<file path="src/dppt_pkg.sv">
`timescale 1ns / 1ps
// ----------------------------------------------------------------------------
// dppt_pkg
// Shared types and constants for the demand paging page table.
// ----------------------------------------------------------------------------
package dppt_pkg;

	localparam int DEF_PAGE_BYTES  = 16;
	localparam int DEF_NUM_FRAMES  = 16;
	localparam int DEF_MAX_PAGES   = 64;

	localparam int VADDR_W = 10;
	localparam int BYTE_W  = 8;
	localparam int CFG_W   = 7;
	localparam int CFG_A_W = 2;
	localparam int VPN_W   = 6;
	localparam int STAMP_W = 32;
	localparam int PIU_RST = 64;

	localparam logic [CFG_A_W-1:0] REG_TEXT_END = 2'd0;
	localparam logic [CFG_A_W-1:0] REG_DATA_END = 2'd1;
	localparam logic [CFG_A_W-1:0] REG_BSS_END  = 2'd2;
	localparam logic [CFG_A_W-1:0] REG_PAGES    = 2'd3;

	localparam logic [1:0] ST_HIT   = 2'd0;
	localparam logic [1:0] ST_FAULT = 2'd1;
	localparam logic [1:0] ST_INVAL = 2'd2;
	localparam logic [1:0] ST_HEAP  = 2'd3;

	localparam logic [1:0] FILL_NONE  = 2'd0;
	localparam logic [1:0] FILL_IMAGE = 2'd1;
	localparam logic [1:0] FILL_SWAP  = 2'd2;
	localparam logic [1:0] FILL_ZERO  = 2'd3;

	localparam int Q_DEPTH = 2;

	typedef struct packed {
		logic               op;
		logic [VADDR_W-1:0] vaddr;
		logic [BYTE_W-1:0]  store_value;
	} cmd_t;

	typedef struct packed {
		logic [1:0]        status;
		logic [BYTE_W-1:0] paddr;
		logic              do_write;
		logic [BYTE_W-1:0] write_data;
		logic [1:0]        fill_source;
		logic [VPN_W-1:0]  fill_page;
		logic              evicted;
		logic [VPN_W-1:0]  evict_page;
		logic              writeback;
	} rsp_t;

	typedef struct packed {
		logic [CFG_W-1:0] text_end;
		logic [CFG_W-1:0] data_end;
		logic [CFG_W-1:0] bss_end;
		logic [CFG_W-1:0] pages;
	} cfg_t;

	// item as it waits between front and back
	typedef struct packed {
		cmd_t cmd;
		logic bad;
	} q_item_t;

endpackage

</file>
<file path="src/dppt_ram.sv">
`timescale 1ns / 1ps
// ----------------------------------------------------------------------------
// dppt_ram
// Generic single write, single read RAM with registered read data.
// ----------------------------------------------------------------------------
module dppt_ram #(
	parameter int WIDTH = 8,
	parameter int DEPTH = 64
) (
	input  logic                                   clk,
	input  logic                                   we,
	input  logic [(DEPTH > 1 ? $clog2(DEPTH) : 1)-1:0] waddr,
	input  logic [WIDTH-1:0]                       wdata,
	input  logic [(DEPTH > 1 ? $clog2(DEPTH) : 1)-1:0] raddr,
	output logic [WIDTH-1:0]                       rdata
);

	logic [WIDTH-1:0] mem_q [DEPTH];

	always_ff @(posedge clk) begin
		if (we) begin
			mem_q[waddr] <= wdata;
		end
		rdata <= mem_q[raddr];
	end

endmodule

</file>
<file path="src/dppt_front.sv">
`timescale 1ns / 1ps
// ----------------------------------------------------------------------------
// dppt_front
// Holds the configuration registers, takes items and flags bad addresses.
// ----------------------------------------------------------------------------
module dppt_front import dppt_pkg::*; #(
	parameter int PAGE_BYTES = DEF_PAGE_BYTES,
	parameter int MAX_PAGES  = DEF_MAX_PAGES
) (
	input  logic               clk,
	input  logic               arst_n,
	input  logic               start,
	input  cmd_t               cmd,
	input  logic               cfg_we,
	input  logic [CFG_A_W-1:0] cfg_addr,
	input  logic [CFG_W-1:0]   cfg_wdata,
	input  logic               q_full,
	output logic               push,
	output q_item_t            push_item,
	output cfg_t               cfg
);

	localparam int OFF_W = $clog2(PAGE_BYTES);

	cfg_t              cfg_q;
	logic [VADDR_W-1:0] page_full;

	always_ff @(posedge clk or negedge arst_n) begin
		if (!arst_n) begin
			cfg_q.text_end <= '0;
			cfg_q.data_end <= '0;
			cfg_q.bss_end  <= '0;
			cfg_q.pages    <= CFG_W'(PIU_RST);
		end else if (cfg_we) begin
			unique case (cfg_addr)
				REG_TEXT_END: cfg_q.text_end <= cfg_wdata;
				REG_DATA_END: cfg_q.data_end <= cfg_wdata;
				REG_BSS_END:  cfg_q.bss_end  <= cfg_wdata;
				REG_PAGES:    cfg_q.pages    <= cfg_wdata;
				default: ;
			endcase
		end
	end

	assign page_full     = VADDR_W'(32'(cmd.vaddr) >> OFF_W);
	assign push          = start && !q_full;
	assign push_item.cmd = cmd;
	assign push_item.bad = (32'(page_full) >= 32'(cfg_q.pages))
		|| (32'(page_full) >= 32'(MAX_PAGES));
	assign cfg           = cfg_q;

endmodule

</file>
<file path="src/dppt_queue.sv">
`timescale 1ns / 1ps
// ----------------------------------------------------------------------------
// dppt_queue
// Two-entry queue of items between the front and the back.
// ----------------------------------------------------------------------------
module dppt_queue import dppt_pkg::*; (
	input  logic    clk,
	input  logic    arst_n,
	input  logic    push,
	input  q_item_t push_item,
	input  logic    pop,
	output q_item_t head,
	output logic    empty,
	output logic    full
);

	localparam int PTR_W = $clog2(Q_DEPTH);
	localparam int CNT_W = $clog2(Q_DEPTH + 1);

	q_item_t            mem_q [Q_DEPTH];
	logic [PTR_W-1:0]   wr_q;
	logic [PTR_W-1:0]   rd_q;
	logic [CNT_W-1:0]   cnt_q;

	always_ff @(posedge clk or negedge arst_n) begin
		if (!arst_n) begin
			wr_q  <= '0;
			rd_q  <= '0;
			cnt_q <= '0;
		end else begin
			if (push) begin
				wr_q <= wr_q + 1'b1;
			end
			if (pop) begin
				rd_q <= rd_q + 1'b1;
			end
			if (push && !pop) begin
				cnt_q <= cnt_q + 1'b1;
			end else if (pop && !push) begin
				cnt_q <= cnt_q - 1'b1;
			end
		end
	end

	always_ff @(posedge clk) begin
		if (push) begin
			mem_q[wr_q] <= push_item;
		end
	end

	assign head  = mem_q[rd_q];
	assign empty = (cnt_q == '0);
	assign full  = (cnt_q == CNT_W'(Q_DEPTH));

endmodule

</file>
<file path="src/dppt_back.sv">
`timescale 1ns / 1ps
// ----------------------------------------------------------------------------
// dppt_back
// Page table, free frame scan, victim search and result register.
// ----------------------------------------------------------------------------
module dppt_back import dppt_pkg::*; #(
	parameter int PAGE_BYTES  = DEF_PAGE_BYTES,
	parameter int NUM_FRAMES  = DEF_NUM_FRAMES,
	parameter int MAX_PAGES   = DEF_MAX_PAGES
) (
	input  logic    clk,
	input  logic    arst_n,
	input  cfg_t    cfg,
	input  q_item_t head,
	input  logic    empty,
	output logic    pop,
	output logic    rsp_valid,
	output rsp_t    rsp
);

	localparam int OFF_W = $clog2(PAGE_BYTES);
	localparam int PG_W  = (MAX_PAGES > 1) ? $clog2(MAX_PAGES) : 1;
	localparam int FRM_W = (NUM_FRAMES > 1) ? $clog2(NUM_FRAMES) : 1;

	typedef enum logic [3:0] {
		S_IDLE, S_LOOK, S_HIT, S_FREE, S_VSCAN, S_VLAST, S_VFRM, S_VGET, S_FILL
	} state_t;

	state_t              state_q;
	q_item_t             item_q;
	logic [1:0]          src_q;
	logic [FRM_W-1:0]    frame_q;
	logic [FRM_W-1:0]    f_q;
	logic [PG_W-1:0]     i_q;
	logic [PG_W-1:0]     rd_idx_s1;
	logic                rd_vld_s1;
	logic [STAMP_W-1:0]  best_q;
	logic                found_q;
	logic [PG_W-1:0]     victim_q;
	logic                ev_q;
	logic                wb_q;
	logic [STAMP_W-1:0]  cnt_q;
	logic [MAX_PAGES-1:0]   valid_q;
	logic [MAX_PAGES-1:0]   dirty_q;
	logic [MAX_PAGES-1:0]   swap_q;
	logic [NUM_FRAMES-1:0]  busy_q;
	rsp_t                rsp_q;
	logic                rsp_valid_q;

	logic [VADDR_W-1:0]  page_full;
	logic [PG_W-1:0]     pidx;
	logic [31:0]         off32;
	logic [1:0]          src;
	logic                heap_err;
	logic                lru_take;
	logic [FRM_W-1:0]    frm_rdata;
	logic [STAMP_W-1:0]  lu_rdata;
	logic                frm_we;
	logic                lu_we;
	logic [PG_W-1:0]     frm_raddr;

	function automatic rsp_t make_rsp(input logic [1:0] st, input logic [FRM_W-1:0] frm,
		input logic [31:0] off, input cmd_t c, input logic [1:0] fs,
		input logic [31:0] fpg, input logic ev, input logic [31:0] epg, input logic wb);
		rsp_t        r;
		logic [31:0] pa;
		pa = 32'(frm) * PAGE_BYTES + off;
		r.status      = st;
		r.paddr       = pa[BYTE_W-1:0];
		r.do_write    = c.op;
		r.write_data  = c.op ? c.store_value : '0;
		r.fill_source = fs;
		r.fill_page   = fpg[VPN_W-1:0];
		r.evicted     = ev;
		r.evict_page  = epg[VPN_W-1:0];
		r.writeback   = wb;
		return r;
	endfunction

	assign page_full = VADDR_W'(32'(item_q.cmd.vaddr) >> OFF_W);
	assign pidx      = page_full[PG_W-1:0];
	assign off32     = 32'(item_q.cmd.vaddr) & (PAGE_BYTES - 1);

	always_comb begin
		if (32'(pidx) < 32'(cfg.text_end)) begin
			src = FILL_IMAGE;
		end else if (swap_q[pidx]) begin
			src = FILL_SWAP;
		end else if (32'(pidx) < 32'(cfg.data_end)) begin
			src = FILL_IMAGE;
		end else begin
			src = FILL_ZERO;
		end
	end

	assign heap_err = (src == FILL_ZERO) && !item_q.cmd.op
		&& (32'(pidx) >= 32'(cfg.bss_end));
	// lru compare on the entry whose stamp has just been read
	assign lru_take = rd_vld_s1 && valid_q[rd_idx_s1] && (!found_q || lu_rdata < best_q);

	assign pop       = (state_q == S_IDLE) && !empty;
	assign frm_we    = (state_q == S_FILL);
	assign lu_we     = (state_q == S_FILL)
		|| (state_q == S_LOOK && !item_q.bad && valid_q[pidx]);
	assign frm_raddr = (state_q == S_LOOK) ? pidx : victim_q;

	dppt_ram #(.WIDTH(FRM_W), .DEPTH(MAX_PAGES)) u_frame_ram (
		.clk   (clk),
		.we    (frm_we),
		.waddr (pidx),
		.wdata (frame_q),
		.raddr (frm_raddr),
		.rdata (frm_rdata)
	);

	dppt_ram #(.WIDTH(STAMP_W), .DEPTH(MAX_PAGES)) u_stamp_ram (
		.clk   (clk),
		.we    (lu_we),
		.waddr (pidx),
		.wdata (cnt_q),
		.raddr (i_q),
		.rdata (lu_rdata)
	);

	always_ff @(posedge clk or negedge arst_n) begin
		if (!arst_n) begin
			state_q     <= S_IDLE;
			valid_q     <= '0;
			dirty_q     <= '0;
			swap_q      <= '0;
			busy_q      <= '0;
			cnt_q       <= '0;
			rsp_valid_q <= 1'b0;
			found_q     <= 1'b0;
			rd_vld_s1   <= 1'b0;
		end else begin
			unique case (state_q)
				S_IDLE: begin
					// every strobe is followed by an idle cycle, which ends it
					rsp_valid_q <= 1'b0;
					if (!empty) begin
						item_q  <= head;
						state_q <= S_LOOK;
					end
				end
				S_LOOK: begin
					if (item_q.bad) begin
						rsp_q       <= {ST_INVAL, ($bits(rsp_t) - 2)'(0)};
						rsp_valid_q <= 1'b1;
						state_q     <= S_IDLE;
					end else if (valid_q[pidx]) begin
						if (item_q.cmd.op) begin
							dirty_q[pidx] <= 1'b1;
						end
						cnt_q   <= cnt_q + 1'b1;
						state_q <= S_HIT;
					end else if (heap_err) begin
						rsp_q        <= {ST_HEAP, ($bits(rsp_t) - 2)'(0)};
						rsp_valid_q  <= 1'b1;
						state_q      <= S_IDLE;
					end else begin
						src_q   <= src;
						f_q     <= '0;
						state_q <= S_FREE;
					end
				end
				S_HIT: begin
					rsp_q <= make_rsp(ST_HIT, frm_rdata, off32, item_q.cmd, FILL_NONE,
						32'd0, 1'b0, 32'd0, 1'b0);
					rsp_valid_q <= 1'b1;
					state_q     <= S_IDLE;
				end
				S_FREE: begin
					if (!busy_q[f_q]) begin
						frame_q <= f_q;
						ev_q    <= 1'b0;
						wb_q    <= 1'b0;
						state_q <= S_FILL;
					end else if (f_q == FRM_W'(NUM_FRAMES - 1)) begin
						i_q       <= '0;
						found_q   <= 1'b0;
						rd_vld_s1 <= 1'b0;
						state_q   <= S_VSCAN;
					end else begin
						f_q <= f_q + 1'b1;
					end
				end
				S_VSCAN: begin
					rd_vld_s1 <= 1'b1;
					rd_idx_s1 <= i_q;
					if (lru_take) begin
						found_q  <= 1'b1;
						best_q   <= lu_rdata;
					end
					// first clean resident page wins outright
					if (valid_q[i_q] && !dirty_q[i_q]) begin
						victim_q <= i_q;
						state_q  <= S_VFRM;
					end else begin
						if (lru_take) begin
							victim_q <= rd_idx_s1;
						end
						if (i_q == PG_W'(MAX_PAGES - 1)) begin
							state_q <= S_VLAST;
						end else begin
							i_q <= i_q + 1'b1;
						end
					end
				end
				S_VLAST: begin
					rd_vld_s1 <= 1'b0;
					if (lru_take) begin
						victim_q <= rd_idx_s1;
					end
					if (lru_take || found_q) begin
						state_q <= S_VFRM;
					end else begin
						frame_q <= '0;
						ev_q    <= 1'b0;
						wb_q    <= 1'b0;
						state_q <= S_FILL;
					end
				end
				S_VFRM: begin
					rd_vld_s1 <= 1'b0;
					state_q   <= S_VGET;
				end
				S_VGET: begin
					frame_q <= frm_rdata;
					ev_q    <= 1'b1;
					wb_q    <= dirty_q[victim_q];
					if (dirty_q[victim_q]) begin
						swap_q[victim_q] <= 1'b1;
					end
					valid_q[victim_q] <= 1'b0;
					dirty_q[victim_q] <= 1'b0;
					state_q           <= S_FILL;
				end
				S_FILL: begin
					busy_q[frame_q] <= 1'b1;
					valid_q[pidx]   <= 1'b1;
					dirty_q[pidx]   <= item_q.cmd.op;
					cnt_q           <= cnt_q + 1'b1;
					rsp_q <= make_rsp(ST_FAULT, frame_q, off32, item_q.cmd, src_q,
						32'(pidx), ev_q, ev_q ? 32'(victim_q) : 32'd0, wb_q);
					rsp_valid_q <= 1'b1;
					state_q     <= S_IDLE;
				end
				default: state_q <= S_IDLE;
			endcase
		end
	end

	assign rsp_valid = rsp_valid_q;
	assign rsp       = rsp_q;

endmodule

</file>
<file path="src/demand_paging_page_table.sv">
`timescale 1ns / 1ps
// ----------------------------------------------------------------------------
// demand_paging_page_table
// Virtual to physical translation, demand fill, first-clean-else-lru replacement.
//
//   channel   handshake          payload
//   command   start / busy       cmd (op, vaddr, store_value)
//   result    rsp_valid strobe   rsp (status ... writeback)
//   config    cfg_we             cfg_addr, cfg_wdata
//
// with the back idle, a bad address or heap read error is answered from the lookup
// state, a hit from the hit state after it, a fault with a free frame from the fill state after the free frame scan
// a fault with all frames busy scans the busy map, then the page table one entry
// a cycle, stopping at the first clean resident page, and then fills
// busy rises when the two-entry item queue is full; reset clears the valid, dirty,
// swap and busy frame maps; results are a one-cycle strobe and cannot be held off
// ----------------------------------------------------------------------------
module demand_paging_page_table import dppt_pkg::*; #(
	parameter int PAGE_BYTES  = DEF_PAGE_BYTES,
	parameter int NUM_FRAMES  = DEF_NUM_FRAMES,
	parameter int MAX_PAGES   = DEF_MAX_PAGES
) (
	input  logic               clk,
	input  logic               arst_n,
	input  logic               start,
	output logic               busy,
	input  cmd_t               cmd,
	output logic               rsp_valid,
	output rsp_t               rsp,
	input  logic               cfg_we,
	input  logic [CFG_A_W-1:0] cfg_addr,
	input  logic [CFG_W-1:0]   cfg_wdata
);

	logic    push;
	q_item_t push_item;
	cfg_t    cfg;
	logic    pop;
	q_item_t head;
	logic    empty;
	logic    full;

	dppt_front #(.PAGE_BYTES(PAGE_BYTES), .MAX_PAGES(MAX_PAGES)) u_front (
		.clk       (clk),
		.arst_n    (arst_n),
		.start     (start),
		.cmd       (cmd),
		.cfg_we    (cfg_we),
		.cfg_addr  (cfg_addr),
		.cfg_wdata (cfg_wdata),
		.q_full    (full),
		.push      (push),
		.push_item (push_item),
		.cfg       (cfg)
	);

	dppt_queue u_queue (
		.clk       (clk),
		.arst_n    (arst_n),
		.push      (push),
		.push_item (push_item),
		.pop       (pop),
		.head      (head),
		.empty     (empty),
		.full      (full)
	);

	dppt_back #(
		.PAGE_BYTES  (PAGE_BYTES),
		.NUM_FRAMES  (NUM_FRAMES),
		.MAX_PAGES   (MAX_PAGES)
	) u_back (
		.clk       (clk),
		.arst_n    (arst_n),
		.cfg       (cfg),
		.head      (head),
		.empty     (empty),
		.pop       (pop),
		.rsp_valid (rsp_valid),
		.rsp       (rsp)
	);

	assign busy = full;

endmodule

</file>
<file path="config.mk">
export PLATFORM = sky130hd
export DESIGN_NAME = demand_paging_page_table
export DESIGN_NICKNAME = d
export VERILOG_FILES = /design/src/dppt_pkg.sv /design/src/dppt_ram.sv /design/src/dppt_front.sv /design/src/dppt_queue.sv /design/src/dppt_back.sv /design/src/demand_paging_page_table.sv
export SDC_FILE = /design/constraint.sdc
export NUM_CORES = 2
export LEC_CHECK = 0
export BUFFER_PORTS_ARGS = -buffer_cell sky130_fd_sc_hd__buf_2
export CAP_MARGIN = 20
export CORE_MARGIN = 1.5
export CORE_UTILIZATION = 60
export CTS_BUF_LIST = sky130_fd_sc_hd__clkbuf_4
export DETAILED_ROUTE_END_ITERATION = 10
export PLACE_DENSITY_LB_ADDON = 0.3
export RECOVER_POWER = 100
export SLEW_MARGIN = 5
export SYNTH_ARGS = -nofsm -noshare
export SYNTH_HDL_FRONTEND = slang
export SYNTH_HIERARCHICAL = 1
export SYNTH_SLANG_ARGS = --single-unit
</file>
<file path="constraint.sdc">
create_clock -name clk -period 5.7 [get_ports clk]
set_input_delay 0.57 -clock clk [delete_from_list [all_inputs] [get_ports clk]]
set_output_delay 0.57 -clock clk [all_outputs]
set_load 0.01 [all_outputs]
</file>
==> impl_metrics.csv <==
group,metric,value,unit
timing,rsz0062_at_grt,"false",
timing,hold_viol_final,0,
setup_path,rr_worst_depth,9,
place,io_buffers,68,
setup_path,max_stage_delay,1.62,ns
setup_path,r2r_setup_slack,0.32,ns
setup_path,cpMaxStageDelayCell,"nor2_2",
final_layout,final_common_cell,"edfxtp_1",
power_and_ir_drop,seqPwrFrac,53.8,%
final_layout,fin_util,67.2,%
power_and_ir_drop,pwr_density_cell,351,nW/um^2
power_and_ir_drop,p_int,32.6,mW
power_and_ir_drop,leakage,46.4,nW
power_and_ir_drop,combPwrFrac,9.7,%
status,violations,"max-capacitance violations, max-slew violations",
setup_path,start_kind,"flop",
setup_path,critPathRequiredTime,6.66,ns
grt,antenna_found_initial,16,
place,dp_hpwl,172000,um
route,first_iter_violations,7599,
setup_path,worstPathArrival,6.33,ns
power_and_ir_drop,vdd_drop_max,0.235,mV
route,wl,288000,um
timing,setup_viol_count_final,0,
clock_network,clkTransAtPathRegs,0.06,ns
clock_network,numCtsBuffers,687,
route,drt-wirelength-per-cell,30.1,um
status,status,"finished, violations left",
hold_path,worstHoldEndpoint,"u_queue/wr_q",
setup_path,crit_chain,"or3b_1, o22ai_1, a211oi_1, a22oi_1, o21ai_4, nand2_1, nand3_1, clkbuf_1, nor2_2",
clock_network,postCtsResizedCells,0,
route,ant_nets,0,
route,drcViolationCount,0,
timing,worstMarginPinSlew,3.90,ns
grt,grt_pass1_vias,63800,
clock_network,cts_hold_buf,62,
grt,grt_pass1_wl,420000,um
timing,max_slew_margin,-160,%
logic_synthesis,ys.warnings.count,6,
logic_synthesis,syn_nets,6050,
logic_synthesis,ys.flop_type,"edfxtp_1",
clock_network,clock_tree.buffer_depth,4,
power_and_ir_drop,switching_share,25.5,%
logic_synthesis,synth-seq-cells,2776,
hold_path,min_path_type,"input pin to flop",
power_and_ir_drop,p_switching,11.1,mW
route,vias_per_cell,6.62,
timing,fin_skew,0.0986,ns
hold_path,hold_path_startpoint,"start",
logic_synthesis,yosysTopAreaCell,"edfxtp_1",
clock_network,cts_max_level,6,
timing,fmax,0.186,GHz
die,ios,69,
final_layout,drive_gt1_share,28.6,%
grt,grt_usage,30.5,%
setup_path,cp_num_buf_inv,1,
final_layout,area_growth,11.3,%
die,die_x,435,um
setup_path,rr_endpoint,"u_back/u_stamp_ram/mem_q[19][21]",
route,num_vias,63400,
power_and_ir_drop,clockPowerShare,36.4,%
hold_path,hold_path_depth,4,
setup_path,r2r_start,"u_back/item_q[17]",
setup_path,cp_max_fo,32,
die,initial_core_util,60.4,%
logic_synthesis,syn_inst,5961,
logic_synthesis,synthArstFlopShare,10.1,%
job,cap_violations,44,
clock_network,postCtsSetupBuffers,0,
clock_network,clk_latency,1.47,ns
clock_network,root_buffer,"clkbuf_4",
timing,finalCriticalPeriod,5.38,ns
logic_synthesis,synth_cell_types,102,
place,gp_congestion,0.982,
logic_synthesis,seq_area_frac_synth,72.8,%
setup_path,crit_family,"simple AND/OR/NAND/NOR gates",
die,coreArea,185000,um^2
clock_network,cts_tree,"done",
final_layout,fill_cells,12300,
logic_synthesis,syn-cell-area,112000,um^2
timing,timing.final.crit_share,94.3,%
logic_synthesis,synth_top_cell_area_share,66.0,%
logic_synthesis,ys_top_cells_by_area,"edfxtp_1, mux4_2, dfrtp_1",
grt,grt_max_degree,124,
logic_synthesis,synth_edf_count,2461,
setup_path,worstSetupEndpointType,"flop",
die,dieArea,189000,um^2
route,dr.pass1.iters,6,
setup_path,critPathKind,"flop to flop",
clock_network,cts_sinks,2776,
timing,fin_setup_tns,0,ns
timing,slew_violations,2105,
die,row_count,158,
grt,grt_overflow_total,0,
final_layout,final_cell_mix,"edfxtp_1, clkbuf_4, mux4_2",
die,dieHeight,435,um
final_layout,nets,6705,
logic_synthesis,syn_avg_cell_area,18.8,um^2
[sequential cells by signal, indices dropped and copies added (netlist names), 2 cells and up]
register,count
u_back/victim_q,6
u_back/u_stamp_ram/rdata,32
u_back/rsp,35
u_back/valid_q,64
u_back/u_stamp_ram/mem_q,2048
u_front/cfg,28
u_queue/mem_q,40
u_back/item_q,20
u_back/dirty_q,64
u_back/u_frame_ram/rdata,4
u_back/cnt_q,32
u_queue/cnt_q,2
u_back/swap_q,64
u_back/best_q,32
u_back/i_q,6
u_back/busy_q,16
u_back/src_q,2
u_back/frame_q,4
u_back/u_frame_ram/mem_q,256
u_back/rd_idx_s1,6
u_back/f_q,4
u_back/state_q,4
[kinds of logic after synthesis]
group           share of synthesized area [%]
simple gates                             3.95
fa+ha+maj                               0.637
xor+xnor                                0.328
mux                                      14.7
buf+inv                                  2.08
compound gates                           5.47
flops                                    72.8
[cell type report]
cell class	count	area [um^2]	area share (%)
antenna	4	10.0	0.00803
sequential	2776	81600	65.5
inverter	103	387	0.310
clock buffer	971	7290	5.85
clock inverter	192	1000	0.805
multi-input combinational	2695	28300	22.7
tap	2480	3100	2.49
timing repair buffer	353	2940	2.36
[synthesized netlist by cell type, types with 15 or more instances]
library cell	n
nand3_1	67
o21ai_0	150
a31o_2	62
xnor2_1	15
nand3b_1	15
o21a_1	39
and2_1	25
and3_1	26
o21ai_1	15
xor2_1	27
o22ai_1	114
nor3_1	47
clkbuf_1	201
dfrtp_1	278
buf_6	16
o221ai_1	48
buf_4	49
nand2b_1	34
ha_1	57
inv_1	100
a211oi_1	54
buf_2	88
mux2i_1	122
buf_1	28
nor3b_1	28
a22oi_1	56
a21oi_1	163
o211ai_1	18
nor2_1	321
nand4_1	27
mux2_4	21
nor2b_1	49
a311oi_1	15
dfxtp_1	36
mux4_2	627
edfxtp_1	2461
nor4_1	18
nand2_1	136
mux2_2	40
[how the worst max path moves through the flow]
stage,from,to,depth (start not counted)
3_5_place_dp,u_back/item_q[13],u_back/u_stamp_ram/mem_q[46][2],10
2_1_floorplan,u_back/item_q[18],u_back/u_stamp_ram/mem_q[48][0],11
3_3_place_gp,u_back/item_q[15],u_back/u_stamp_ram/mem_q[38][7],10
6_report,u_back/item_q[17],u_back/u_stamp_ram/mem_q[19][21],9
5_1_grt,u_back/item_q[17],u_back/u_stamp_ram/mem_q[19][19],9
4_1_cts,u_back/item_q[13],u_back/u_stamp_ram/mem_q[22][30],10
[through the flow]
step                hold WS, ns  instance area [um^2]  total power [mW]  setup slack [ns]  cells
global route              0.178                125000              45.3             0.291   9572
floorplan                 0.274                112000              26.5             0.439   5961
finish                    0.244                125000              43.7             0.322   9574
detailed placement        0.419                116000              28.2             0.619   8321
CTS                      0.0148                125000              44.0             0.592   9546
global placement          0.417                116000              28.0             0.583   8306
[tightest hold or removal path, stage by stage]
cell and delay, ns:
dlygate4sd3_1 0.58, buf_2 0.13, nor2b_1 0.17, xor2_1 0.16
[power groups by stage]
stage | Sequential, mW | Combinational [mW] | Clock [mW]
after floorplan | 23.7 | 2.77 | 0
after CTS | 23.5 | 4.29 | 16.2
after global routing | 23.6 | 4.50 | 17.3
final | 23.5 | 4.26 | 15.9
after detailed placement | 23.9 | 4.23 | 0
after global placement | 23.9 | 4.14 | 0
[metal layers]
| layer | up-vias | part of all wire (%) | global-route usage (%) |
|---|---|---|---|
| li1 | 26100 | - | - |
| met4 | 6 | 4.5 | 14.3 |
| met2 | 3966 | 48 | 46.6 |
| met5 | - | 0.012 | 0 |
| met3 | 760 | 11 | 7.95 |
| met1 | 32500 | 37 | 41.6 |
Power figures use the tool's default switching activity.
